### config.mk
export PLATFORM = sky130hd
export DESIGN_NAME = greedy_word_wrap_line_breaker_top
export DESIGN_NICKNAME = d
export VERILOG_FILES = /design/src/design/gwwlb_pkg.sv /design/src/design/greedy_word_wrap_line_breaker_top.sv /design/src/design/gwwlb_ctrl.sv /design/src/design/gwwlb_dp.sv
export SDC_FILE = /design/constraint.sdc
export NUM_CORES = 2
export LEC_CHECK = 0
export BUFFER_PORTS_ARGS = -buffer_cell sky130_fd_sc_hd__buf_2
export CAP_MARGIN = 20
export CORE_UTILIZATION = 45
export DETAILED_ROUTE_END_ITERATION = 7
export GPL_ROUTABILITY_DRIVEN = 0
export GPL_TIMING_DRIVEN = 0
export PLACE_DENSITY_LB_ADDON = 0.12
export SYNTH_ARGS = -nofsm -noshare
export SYNTH_HDL_FRONTEND = slang
export SYNTH_HIERARCHICAL = 1
export SYNTH_SLANG_ARGS = --single-unit
### constraint.sdc
create_clock -name clk_i -period 12.5 [get_ports clk_i]
set_input_delay 1.25 -clock clk_i [delete_from_list [all_inputs] [get_ports clk_i]]
set_output_delay 1.25 -clock clk_i [all_outputs]
set_load 0.005 [all_outputs]
### src/design/gwwlb_pkg.sv
// Shared types and constants for the greedy word-wrap line breaker.
// Holds field widths, character codes, register indexes and the control structs.
// No dependencies; every other file of the block imports this package.
`timescale 1ns / 1ps
`default_nettype none

package gwwlb_pkg;

  localparam int unsigned CHAR_W     = 8;
  localparam int unsigned GLYPH_W    = 8;
  localparam int unsigned WRAP_W     = 12;
  localparam int unsigned LPP_W      = 8;
  localparam int unsigned CUR_W      = 16;
  localparam int unsigned PEN_W      = 16;
  localparam int unsigned LS_W       = 17;
  localparam int unsigned PAGE_W     = 16;
  localparam int unsigned CLO_W      = 7;
  localparam int unsigned TOT_W      = 8;
  localparam int unsigned CFG_IDX_W  = 2;
  localparam int unsigned CFG_DATA_W = 16;

  localparam logic [CHAR_W-1:0] CH_NEWLINE = 8'd10;
  localparam logic [CHAR_W-1:0] CH_SPACE   = 8'd32;

  localparam logic [WRAP_W-1:0] WRAP_RST = 12'd314;
  localparam logic [LPP_W-1:0]  LPP_RST  = 8'd10;

  typedef enum logic [CFG_IDX_W-1:0] {
    CFG_WRAP_WIDTH      = 2'd0,
    CFG_LINES_PER_PAGE  = 2'd1,
    CFG_CURSOR_POSITION = 2'd2
  } cfg_reg_e;

  typedef struct packed {
    logic take;
    logic nl_line;
    logic fin;
    logic cl_latch;
    logic div_step;
    logic rd_prev;
    logic rd_next;
    logic rd_page;
    logic cap_prev;
    logic cap_next;
    logic cap_page;
    logic load_out;
    logic run_clear;
  } dp_cmd_t;

  typedef struct packed {
    logic need_second;
  } dp_sts_t;

endpackage

`default_nettype wire

### src/design/greedy_word_wrap_line_breaker_top.sv
// Top level of the greedy word-wrap line breaker.
// Instantiates gwwlb_ctrl and gwwlb_dp; depends on gwwlb_pkg.
//
// Characters arrive one per beat with their pixel widths and are laid out by
// greedy word wrap; the item marked last yields one result beat with the
// cursor's line, its neighbouring line starts, its page start and the line
// count. A newline that ends a word which itself wraps takes a second step,
// because the line-start memory has one write port. After the last item the
// input is stalled while the block settles the final word, latches the
// cursor line, finds the page with a bit-serial remainder unit that works
// through the line number bit by bit, and makes three reads through the
// single read port of the line-start memory. The result waits in an output
// register, and the next text may start while it is still held.
`timescale 1ns / 1ps
`default_nettype none

module greedy_word_wrap_line_breaker_top #(
  parameter int unsigned MAX_LINES  = 128,
  parameter int unsigned INDEX_BITS = 16
) (
  input  logic                                clk_i,
  input  logic                                rst_ni,
  input  logic                                cfg_we_i,
  input  logic [gwwlb_pkg::CFG_IDX_W-1:0]     cfg_idx_i,
  input  logic [gwwlb_pkg::CFG_DATA_W-1:0]    cfg_wdata_i,
  input  logic                                in_valid_i,
  output logic                                in_stall_o,
  input  logic [gwwlb_pkg::CHAR_W-1:0]        character_i,
  input  logic [gwwlb_pkg::GLYPH_W-1:0]       glyph_width_i,
  input  logic                                end_only_i,
  input  logic                                last_i,
  output logic                                out_valid_o,
  input  logic                                out_stall_i,
  output logic signed [gwwlb_pkg::LS_W-1:0]   prev_line_start_o,
  output logic signed [gwwlb_pkg::LS_W-1:0]   next_line_start_o,
  output logic [gwwlb_pkg::PAGE_W-1:0]        page_start_o,
  output logic [gwwlb_pkg::CLO_W-1:0]         cursor_line_o,
  output logic [gwwlb_pkg::TOT_W-1:0]         line_total_o
);
  import gwwlb_pkg::*;

  dp_cmd_t cmd;
  dp_sts_t sts;

  gwwlb_ctrl #(
    .MAX_LINES (MAX_LINES)
  ) u_ctrl (
    .clk_i       (clk_i),
    .rst_ni      (rst_ni),
    .in_valid_i  (in_valid_i),
    .last_i      (last_i),
    .out_stall_i (out_stall_i),
    .sts_i       (sts),
    .in_stall_o  (in_stall_o),
    .out_valid_o (out_valid_o),
    .cmd_o       (cmd)
  );

  gwwlb_dp #(
    .MAX_LINES  (MAX_LINES),
    .INDEX_BITS (INDEX_BITS)
  ) u_dp (
    .clk_i             (clk_i),
    .rst_ni            (rst_ni),
    .cfg_we_i          (cfg_we_i),
    .cfg_idx_i         (cfg_idx_i),
    .cfg_wdata_i       (cfg_wdata_i),
    .character_i       (character_i),
    .glyph_width_i     (glyph_width_i),
    .end_only_i        (end_only_i),
    .cmd_i             (cmd),
    .sts_o             (sts),
    .prev_line_start_o (prev_line_start_o),
    .next_line_start_o (next_line_start_o),
    .page_start_o      (page_start_o),
    .cursor_line_o     (cursor_line_o),
    .line_total_o      (line_total_o)
  );

endmodule

`default_nettype wire

### src/design/gwwlb_ctrl.sv
// Controller of the line breaker: sequences item beats, the end-of-text phases
// and the result beat. Depends on gwwlb_pkg; drives gwwlb_dp by command struct.
`timescale 1ns / 1ps
`default_nettype none

module gwwlb_ctrl #(
  parameter int unsigned MAX_LINES = 128
) (
  input  logic              clk_i,
  input  logic              rst_ni,
  input  logic              in_valid_i,
  input  logic              last_i,
  input  logic              out_stall_i,
  input  gwwlb_pkg::dp_sts_t sts_i,
  output logic              in_stall_o,
  output logic              out_valid_o,
  output gwwlb_pkg::dp_cmd_t cmd_o
);
  import gwwlb_pkg::*;

  localparam int unsigned CL_W  = $clog2(MAX_LINES);
  localparam int unsigned CNT_W = $clog2(CL_W + 1);

  localparam logic [3:0] S_IDLE = 4'd0;
  localparam logic [3:0] S_NL   = 4'd1;
  localparam logic [3:0] S_FIN  = 4'd2;
  localparam logic [3:0] S_CL   = 4'd3;
  localparam logic [3:0] S_DIV  = 4'd4;
  localparam logic [3:0] S_RP   = 4'd5;
  localparam logic [3:0] S_RN   = 4'd6;
  localparam logic [3:0] S_RG   = 4'd7;
  localparam logic [3:0] S_RC   = 4'd8;
  localparam logic [3:0] S_OUT  = 4'd9;

  logic [3:0]       state_q, state_d;
  logic             last_q, last_d;
  logic [CNT_W-1:0] cnt_q, cnt_d;
  logic             out_valid_q, out_valid_d;
  logic             take;
  logic             out_free;

  assign take        = (state_q == S_IDLE) && in_valid_i;
  assign out_free    = !out_valid_q || !out_stall_i;
  assign in_stall_o  = (state_q != S_IDLE);
  assign out_valid_o = out_valid_q;

  always_comb begin
    state_d     = state_q;
    last_d      = last_q;
    cnt_d       = cnt_q;
    out_valid_d = out_valid_q && out_stall_i;
    cmd_o       = '0;
    case (state_q)
      S_IDLE: begin
        cmd_o.take = take;
        if (take) begin
          last_d = last_i;
          if (sts_i.need_second) begin
            state_d = S_NL;
          end else if (last_i) begin
            state_d = S_FIN;
          end
        end
      end
      S_NL: begin
        cmd_o.nl_line = 1'b1;
        state_d = last_q ? S_FIN : S_IDLE;
      end
      S_FIN: begin
        cmd_o.fin = 1'b1;
        state_d = S_CL;
      end
      S_CL: begin
        cmd_o.cl_latch = 1'b1;
        cnt_d = '0;
        state_d = S_DIV;
      end
      S_DIV: begin
        cmd_o.div_step = 1'b1;
        if (cnt_q == CNT_W'(CL_W - 1)) begin
          state_d = S_RP;
        end else begin
          cnt_d = cnt_q + CNT_W'(1);
        end
      end
      S_RP: begin
        cmd_o.rd_prev = 1'b1;
        state_d = S_RN;
      end
      S_RN: begin
        cmd_o.cap_prev = 1'b1;
        cmd_o.rd_next  = 1'b1;
        state_d = S_RG;
      end
      S_RG: begin
        cmd_o.cap_next = 1'b1;
        cmd_o.rd_page  = 1'b1;
        state_d = S_RC;
      end
      S_RC: begin
        cmd_o.cap_page = 1'b1;
        state_d = S_OUT;
      end
      S_OUT: begin
        if (out_free) begin
          cmd_o.load_out  = 1'b1;
          cmd_o.run_clear = 1'b1;
          out_valid_d     = 1'b1;
          state_d         = S_IDLE;
        end
      end
      default: begin
        state_d = S_IDLE;
      end
    endcase
  end

  always_ff @(posedge clk_i or negedge rst_ni) begin
    if (!rst_ni) begin
      state_q     <= S_IDLE;
      last_q      <= 1'b0;
      cnt_q       <= '0;
      out_valid_q <= 1'b0;
    end else begin
      state_q     <= state_d;
      last_q      <= last_d;
      cnt_q       <= cnt_d;
      out_valid_q <= out_valid_d;
    end
  end

endmodule

`default_nettype wire

### src/design/gwwlb_dp.sv
// Datapath of the line breaker: configuration registers, layout state, the
// line-start memory, the bit-serial remainder unit and the result registers.
// Depends on gwwlb_pkg; driven by gwwlb_ctrl.
`timescale 1ns / 1ps
`default_nettype none

module gwwlb_dp #(
  parameter int unsigned MAX_LINES  = 128,
  parameter int unsigned INDEX_BITS = 16
) (
  input  logic                                clk_i,
  input  logic                                rst_ni,
  input  logic                                cfg_we_i,
  input  logic [gwwlb_pkg::CFG_IDX_W-1:0]     cfg_idx_i,
  input  logic [gwwlb_pkg::CFG_DATA_W-1:0]    cfg_wdata_i,
  input  logic [gwwlb_pkg::CHAR_W-1:0]        character_i,
  input  logic [gwwlb_pkg::GLYPH_W-1:0]       glyph_width_i,
  input  logic                                end_only_i,
  input  gwwlb_pkg::dp_cmd_t                  cmd_i,
  output gwwlb_pkg::dp_sts_t                  sts_o,
  output logic signed [gwwlb_pkg::LS_W-1:0]   prev_line_start_o,
  output logic signed [gwwlb_pkg::LS_W-1:0]   next_line_start_o,
  output logic [gwwlb_pkg::PAGE_W-1:0]        page_start_o,
  output logic [gwwlb_pkg::CLO_W-1:0]         cursor_line_o,
  output logic [gwwlb_pkg::TOT_W-1:0]         line_total_o
);
  import gwwlb_pkg::*;

  localparam int unsigned IW    = INDEX_BITS;
  localparam int unsigned CL_W  = $clog2(MAX_LINES);
  localparam int unsigned AW    = CL_W;
  localparam int unsigned LC_W  = $clog2(MAX_LINES + 1);
  localparam int unsigned CMP_W = (IW > CUR_W) ? IW : CUR_W;

  logic [WRAP_W-1:0] wrap_width_q;
  logic [LPP_W-1:0]  lpp_q;
  logic [CUR_W-1:0]  cursor_q;

  logic [IW-1:0]     char_index_q, char_index_d;
  logic [PEN_W-1:0]  pen_q, pen_d;
  logic [LC_W-1:0]   lc_q, lc_d;
  logic              valid_q, valid_d;
  logic [CL_W-1:0]   found_q, found_d;
  logic              in_word_q, in_word_d;
  logic [IW-1:0]     ws_q, ws_d;
  logic [PEN_W-1:0]  ww_q, ww_d;
  logic [IW-1:0]     nl_pend_q;

  logic [CL_W-1:0]   cl_q;
  logic [CL_W-1:0]   dv_sh_q;
  logic [LPP_W-1:0]  rem_q;
  logic [LS_W-1:0]   prev_q, next_q;
  logic [PAGE_W-1:0] page_q;

  logic [IW-1:0]     mem [MAX_LINES];
  logic [IW-1:0]     rd_q;
  logic              rd_zero_q;

  logic              is_nl, is_sp, is_sep, item, fw_do, wrap, lc_room;
  logic              nl_now, mark, has_next;
  logic [PEN_W:0]    pen_ww, pen_sp, ww_g;
  logic [PEN_W-1:0]  pen_fw, ww_base;
  logic [LC_W-1:0]   lc_mid;
  logic [IW-1:0]     idx_inc;
  logic [CMP_W-1:0]  cur_x, ws_x, idx_x;
  logic              wr_en;
  logic [AW-1:0]     wr_addr, rd_addr;
  logic [IW-1:0]     wr_data, rd_val;
  logic              rd_en;
  logic [CL_W-1:0]   cl_now, start_line;
  logic [LPP_W:0]    trial;

  always_comb begin
    is_nl   = (character_i == CH_NEWLINE);
    is_sp   = (character_i == CH_SPACE);
    is_sep  = is_nl || is_sp;
    item    = cmd_i.take && !end_only_i;
    fw_do   = in_word_q && ((item && is_sep) || cmd_i.fin);
    pen_ww  = {1'b0, pen_q} + {1'b0, ww_q};
    wrap    = fw_do && (pen_q != '0) && (pen_ww > (PEN_W + 1)'(wrap_width_q));
    lc_room = (lc_q < LC_W'(MAX_LINES));
    lc_mid  = lc_q + LC_W'(wrap && lc_room);
    nl_now  = item && is_nl && !wrap;
    idx_inc = (char_index_q == '1) ? char_index_q : char_index_q + IW'(1);

    if (!fw_do) begin
      pen_fw = pen_q;
    end else if (wrap) begin
      pen_fw = ww_q;
    end else begin
      pen_fw = pen_ww[PEN_W] ? '1 : pen_ww[PEN_W-1:0];
    end
    pen_sp  = {1'b0, pen_fw} + (PEN_W + 1)'(glyph_width_i);
    ww_base = in_word_q ? ww_q : '0;
    ww_g    = {1'b0, ww_base} + (PEN_W + 1)'(glyph_width_i);

    cur_x = CMP_W'(cursor_q);
    ws_x  = CMP_W'(ws_q);
    idx_x = CMP_W'(char_index_q);
    mark  = !valid_q && ((fw_do && (cur_x >= ws_x) && (cur_x <= idx_x)) ||
                         (item && is_sep && (idx_x >= cur_x)));

    wr_en   = ((wrap || nl_now || cmd_i.nl_line) && lc_room);
    wr_addr = lc_q[AW-1:0];
    if (wrap) begin
      wr_data = ws_q;
    end else if (cmd_i.nl_line) begin
      wr_data = nl_pend_q;
    end else begin
      wr_data = idx_inc;
    end

    sts_o.need_second = item && is_nl && wrap;

    char_index_d = char_index_q;
    pen_d        = pen_q;
    lc_d         = lc_q + LC_W'(wr_en);
    valid_d      = valid_q;
    found_d      = found_q;
    in_word_d    = in_word_q;
    ws_d         = ws_q;
    ww_d         = ww_q;

    if (mark) begin
      valid_d = 1'b1;
      found_d = CL_W'(lc_mid - LC_W'(1));
    end
    if (fw_do) begin
      pen_d     = pen_fw;
      in_word_d = 1'b0;
      ww_d      = '0;
    end
    if (item) begin
      char_index_d = idx_inc;
      if (is_nl) begin
        pen_d = '0;
      end else if (is_sp) begin
        pen_d = pen_sp[PEN_W] ? '1 : pen_sp[PEN_W-1:0];
      end else begin
        in_word_d = 1'b1;
        ws_d      = in_word_q ? ws_q : char_index_q;
        ww_d      = ww_g[PEN_W] ? '1 : ww_g[PEN_W-1:0];
      end
    end
    if (cmd_i.nl_line) begin
      pen_d = '0;
    end
    if (cmd_i.run_clear) begin
      char_index_d = '0;
      pen_d        = '0;
      lc_d         = LC_W'(1);
      valid_d      = 1'b0;
      found_d      = '0;
      in_word_d    = 1'b0;
      ws_d         = '0;
      ww_d         = '0;
    end
  end

  always_comb begin
    cl_now     = valid_q ? found_q : CL_W'(lc_q - LC_W'(1));
    trial      = {rem_q, dv_sh_q[CL_W-1]};
    start_line = (lpp_q == '0) ? '0 : cl_q - CL_W'(rem_q);
    has_next   = (LC_W'(cl_q) + LC_W'(1)) < lc_q;
    rd_en      = cmd_i.rd_prev || cmd_i.rd_next || cmd_i.rd_page;
    if (cmd_i.rd_prev) begin
      rd_addr = cl_q - CL_W'(1);
    end else if (cmd_i.rd_next) begin
      rd_addr = cl_q + CL_W'(1);
    end else begin
      rd_addr = start_line;
    end
    rd_val = rd_zero_q ? '0 : rd_q;
  end

  always_ff @(posedge clk_i or negedge rst_ni) begin
    if (!rst_ni) begin
      wrap_width_q <= WRAP_RST;
      lpp_q        <= LPP_RST;
      cursor_q     <= '0;
      char_index_q <= '0;
      pen_q        <= '0;
      lc_q         <= LC_W'(1);
      valid_q      <= 1'b0;
      found_q      <= '0;
      in_word_q    <= 1'b0;
      ws_q         <= '0;
      ww_q         <= '0;
    end else begin
      if (cfg_we_i) begin
        case (cfg_idx_i)
          CFG_WRAP_WIDTH:      wrap_width_q <= cfg_wdata_i[WRAP_W-1:0];
          CFG_LINES_PER_PAGE:  lpp_q        <= cfg_wdata_i[LPP_W-1:0];
          CFG_CURSOR_POSITION: cursor_q     <= cfg_wdata_i[CUR_W-1:0];
          default: begin
          end
        endcase
      end
      char_index_q <= char_index_d;
      pen_q        <= pen_d;
      lc_q         <= lc_d;
      valid_q      <= valid_d;
      found_q      <= found_d;
      in_word_q    <= in_word_d;
      ws_q         <= ws_d;
      ww_q         <= ww_d;
    end
  end

  always_ff @(posedge clk_i) begin
    if (sts_o.need_second) begin
      nl_pend_q <= idx_inc;
    end
    if (cmd_i.cl_latch) begin
      cl_q    <= cl_now;
      dv_sh_q <= cl_now;
      rem_q   <= '0;
    end
    if (cmd_i.div_step) begin
      dv_sh_q <= dv_sh_q << 1;
      if (trial >= {1'b0, lpp_q}) begin
        rem_q <= LPP_W'(trial - {1'b0, lpp_q});
      end else begin
        rem_q <= trial[LPP_W-1:0];
      end
    end
    if (cmd_i.cap_prev) begin
      prev_q <= (cl_q == '0) ? '1 : LS_W'(rd_val);
    end
    if (cmd_i.cap_next) begin
      next_q <= has_next ? LS_W'(rd_val) : '1;
    end
    if (cmd_i.cap_page) begin
      page_q <= PAGE_W'(rd_val);
    end
    if (cmd_i.load_out) begin
      prev_line_start_o <= prev_q;
      next_line_start_o <= next_q;
      page_start_o      <= page_q;
      cursor_line_o     <= CLO_W'(cl_q);
      line_total_o      <= TOT_W'(lc_q);
    end
  end

  always_ff @(posedge clk_i) begin
    if (wr_en) begin
      mem[wr_addr] <= wr_data;
    end
    if (rd_en) begin
      rd_q      <= mem[rd_addr];
      rd_zero_q <= (rd_addr == '0);
    end
  end

endmodule

`default_nettype wire

==> results.sh <==
export IMPL_status="finished with violations"
export IMPL_violations="design-rule violations"
export IMPL_max_cap_violations=0
export IMPL_clk_latency_ns=0.92
export IMPL_nets=8575
export IMPL_start_util_pct=45.5
export IMPL_cts_max_level=4
export IMPL_fmax_ghz=0.124
export IMPL_core_region_area_um2=215000
export IMPL_drt_iter0_drc=10300
export IMPL_crit_path_max_incr_delay_ns=1.01
export IMPL_ctsHoldBuffers=0
export IMPL_fin_cells=11500
export IMPL_rsz0062_at_grt="no"
export IMPL_rows=170
export IMPL_dp_hpwl_um=256000
export IMPL_crit_top_cell="clkbuf_1"
export IMPL_ff2ff_setup_slack_ns=4.45
export IMPL_cts_resized=0
export IMPL_die_x_um=469
export IMPL_avgSynthCellArea_um2=12.5
export IMPL_end_kind="register"
export IMPL_slew_headroom_pct=8.50
export IMPL_grt_max_degree=95
export IMPL_startpoint_type="register"
export IMPL_fin_crit_ns=8.05
export IMPL_timing_hold_ws_ns=0.270
export IMPL_syn_area_um2=98000
export IMPL_die_y_um=469
export IMPL_max_slew_worst_pin_slew_ns=1.37
export IMPL_worstPathArrival_ns=8.61
export IMPL_antenna_found_initial=19
export IMPL_slew_viol_final=0
export IMPL_setup_viol=0
export IMPL_syn_nets=7995
export IMPL_first_global_vias=65500
export IMPL_finalHoldViolations=0
export IMPL_period_share_pct=64.4
export IMPL_hp_class="primary input to asynchronous set/reset pin"
export IMPL_mostFrequentLayoutCell="nand2_1"
export IMPL_yosysWarnings=6
export IMPL_wl_per_cell_um=30.7
export IMPL_cp_data_required_time_ns=13.05
export IMPL_met3WireLength_um=45700
export IMPL_met2WireLength_um=152000
export IMPL_postRouteAntennaNets=0
export IMPL_crit_chain="clkbuf_1, nand2b_1, nor2_2, buf_4, buf_2, nor3_1, a21o_1, buf_2, clkbuf_1, clkbuf_1, clkbuf_1, nand2_1, a311oi_1, a31oi_1, a21oi_1, a21oi_1, a221oi_1"
export IMPL_routed_via_count=70600
export IMPL_final_cell_mix="nand2_1, edfxtp_1, nand3_1, clkbuf_1, a311oi_1"
export IMPL_synth_seq_cells=2344
export IMPL_fin_skew_ns=0.0455
export IMPL_wl_um=352000
export IMPL_cts_tree="done"
export IMPL_cts_made_buffers=240
export IMPL_syn_inst=7842
export IMPL_crit_slowest_cell="a221oi_1"
export IMPL_drive_gt1_share_pct=11.3
export IMPL_io_pins=108
export IMPL_worstPathMaxFanout=10
export IMPL_wl_met1_um=135000
export IMPL_clockBufferDepth=3
export IMPL_dp_cells=11000
export IMPL_viasPerCell=6.15
export IMPL_drc_errors=3
export IMPL_clkSinkCount=2344
export IMPL_crit_type="register to register"
export IMPL_grt_usage_pct=31.7
export IMPL_ys_flop_type="edfxtp_1"
export IMPL_synth_edf_count=2217
export IMPL_clk_pin_slew_ns=0.06
export IMPL_synth_cell_types=75
export IMPL_root_buffer="clkbuf_16"
export IMPL_cts_setup_buffers=0
export IMPL_grt_pass1_wl_um=489000
export IMPL_dr_pass1_iters=8
export IMPL_synthToLayoutAreaGrowth_pct=16.8
export IMPL_synthArstFlopShare_pct=5.38
export IMPL_yosysSeqAreaShare_pct=71.2
export IMPL_routed_top_layer="met5"
export IMPL_dieArea_um2=220000
export IMPL_overflow=0
export IMPL_io_buffers=107
-- through the flow --
step / setup WS, ns / setup TNS, ns / instance area [µm²] / util (%)
final: 4.45 / 0 / 114000 / 53.1
after floorplan: 2.52 / 0 / 98000 / -
after detailed placement: 4.78 / 0 / 107000 / 49.5
after CTS: 4.78 / 0 / 114000 / 53.0
after global placement: -9.18 / -9641.00 / 102000 / 47.4
after global routing: 4.39 / 0 / 114000 / 53.1
-- Yosys cell counts (19+ instances only) --
library cell,instances,area [µm²]
a211oi_1,49,368
a21o_1,40,300
a21oi_1,246,1230
a221oi_1,21,184
a311oi_1,396,3470
a31oi_1,134,838
and3_1,273,1710
buf_1,81,304
buf_2,74,370
clkbuf_1,366,1370
dfrtp_1,118,2950
edfxtp_1,2217,66600
ha_1,107,1340
inv_1,115,432
mux2_2,61,687
mux2i_1,21,210
nand2_1,2242,8420
nand2b_1,33,206
nand3_1,551,2760
nand4_1,24,150
nor2_1,268,1010
nor3_1,45,225
o21ai_0,76,380
o22ai_1,19,119
xnor2_1,50,438
xor2_1,19,166
-- routing by layer --
metal | track usage (%) | up-vias
li1 | - | 30100
met2 | 47.0 | 4581
met5 | 0 | -
met3 | 9.79 | 841
met4 | 14.6 | 4
met1 | 42.6 | 35100
-- worst max-delay path, delay by kind of cell (launching register included) --
kind	cells	cell delay, ns
flops	1	0.43
compound gates	6	2.67
buf+inv	7	3.85
simple gates	4	0.72
-- registers in the layout, summed over array words and instances (netlist names), 17 cells and up --
signal	cells
u_dp/prev_q	17
u_dp/next_q	17
u_dp/next_line_start_o	17
u_dp/prev_line_start_o	17
u_dp/mem	2048
-- cells by family after synthesis --
family | Yosys count | synth area share, %
xor gates and xnor gates | 69 | 0.617
buffers and inverters | 647 | 2.60
adders and majority gates | 112 | 1.47
and+or+nand+nor | 3520 | 15.4
DFF | 2344 | 71.2
muxes | 85 | 0.955
AOI/OAI and AO/OA | 1065 | 7.79
-- worst paths after layout --
path                                    from                    endpoint  cells after the start
setup / recovery           u_ctrl/state_q[0]                u_dp/rd_q[0]                     17
max in group asynchronous             rst_ni               u_dp/lpp_q[1]                      2
hold / removal                        rst_ni                u_dp/ww_q[4]                      1
min in group clk_i           u_dp/next_q[15]  u_dp/next_line_start_o[15]                      0
hold reg to reg              u_dp/next_q[15]  u_dp/next_line_start_o[15]                      0
setup reg to reg           u_ctrl/state_q[0]                u_dp/rd_q[0]                     17
-- final cells by class --
| type | count | area (µm²) |
|---|---|---|
| Tap cell | 2838 | 3550 |
| Clock buffer | 316 | 6330 |
| Antenna cell | 8 | 20.0 |
| Sequential cell | 2344 | 69800 |
| Buffer | 527 | 2100 |
| Clock inverter | 128 | 1160 |
| Multi-Input combinational cell | 4851 | 26200 |
| Timing Repair Buffer | 338 | 4850 |
| Inverter | 120 | 450 |
| Fill cell | 18200 | 101000 |
Power is left out: the tool's default activity adds up to more than one toggle a clock period on the data nets, which glitch-free logic cannot reach.
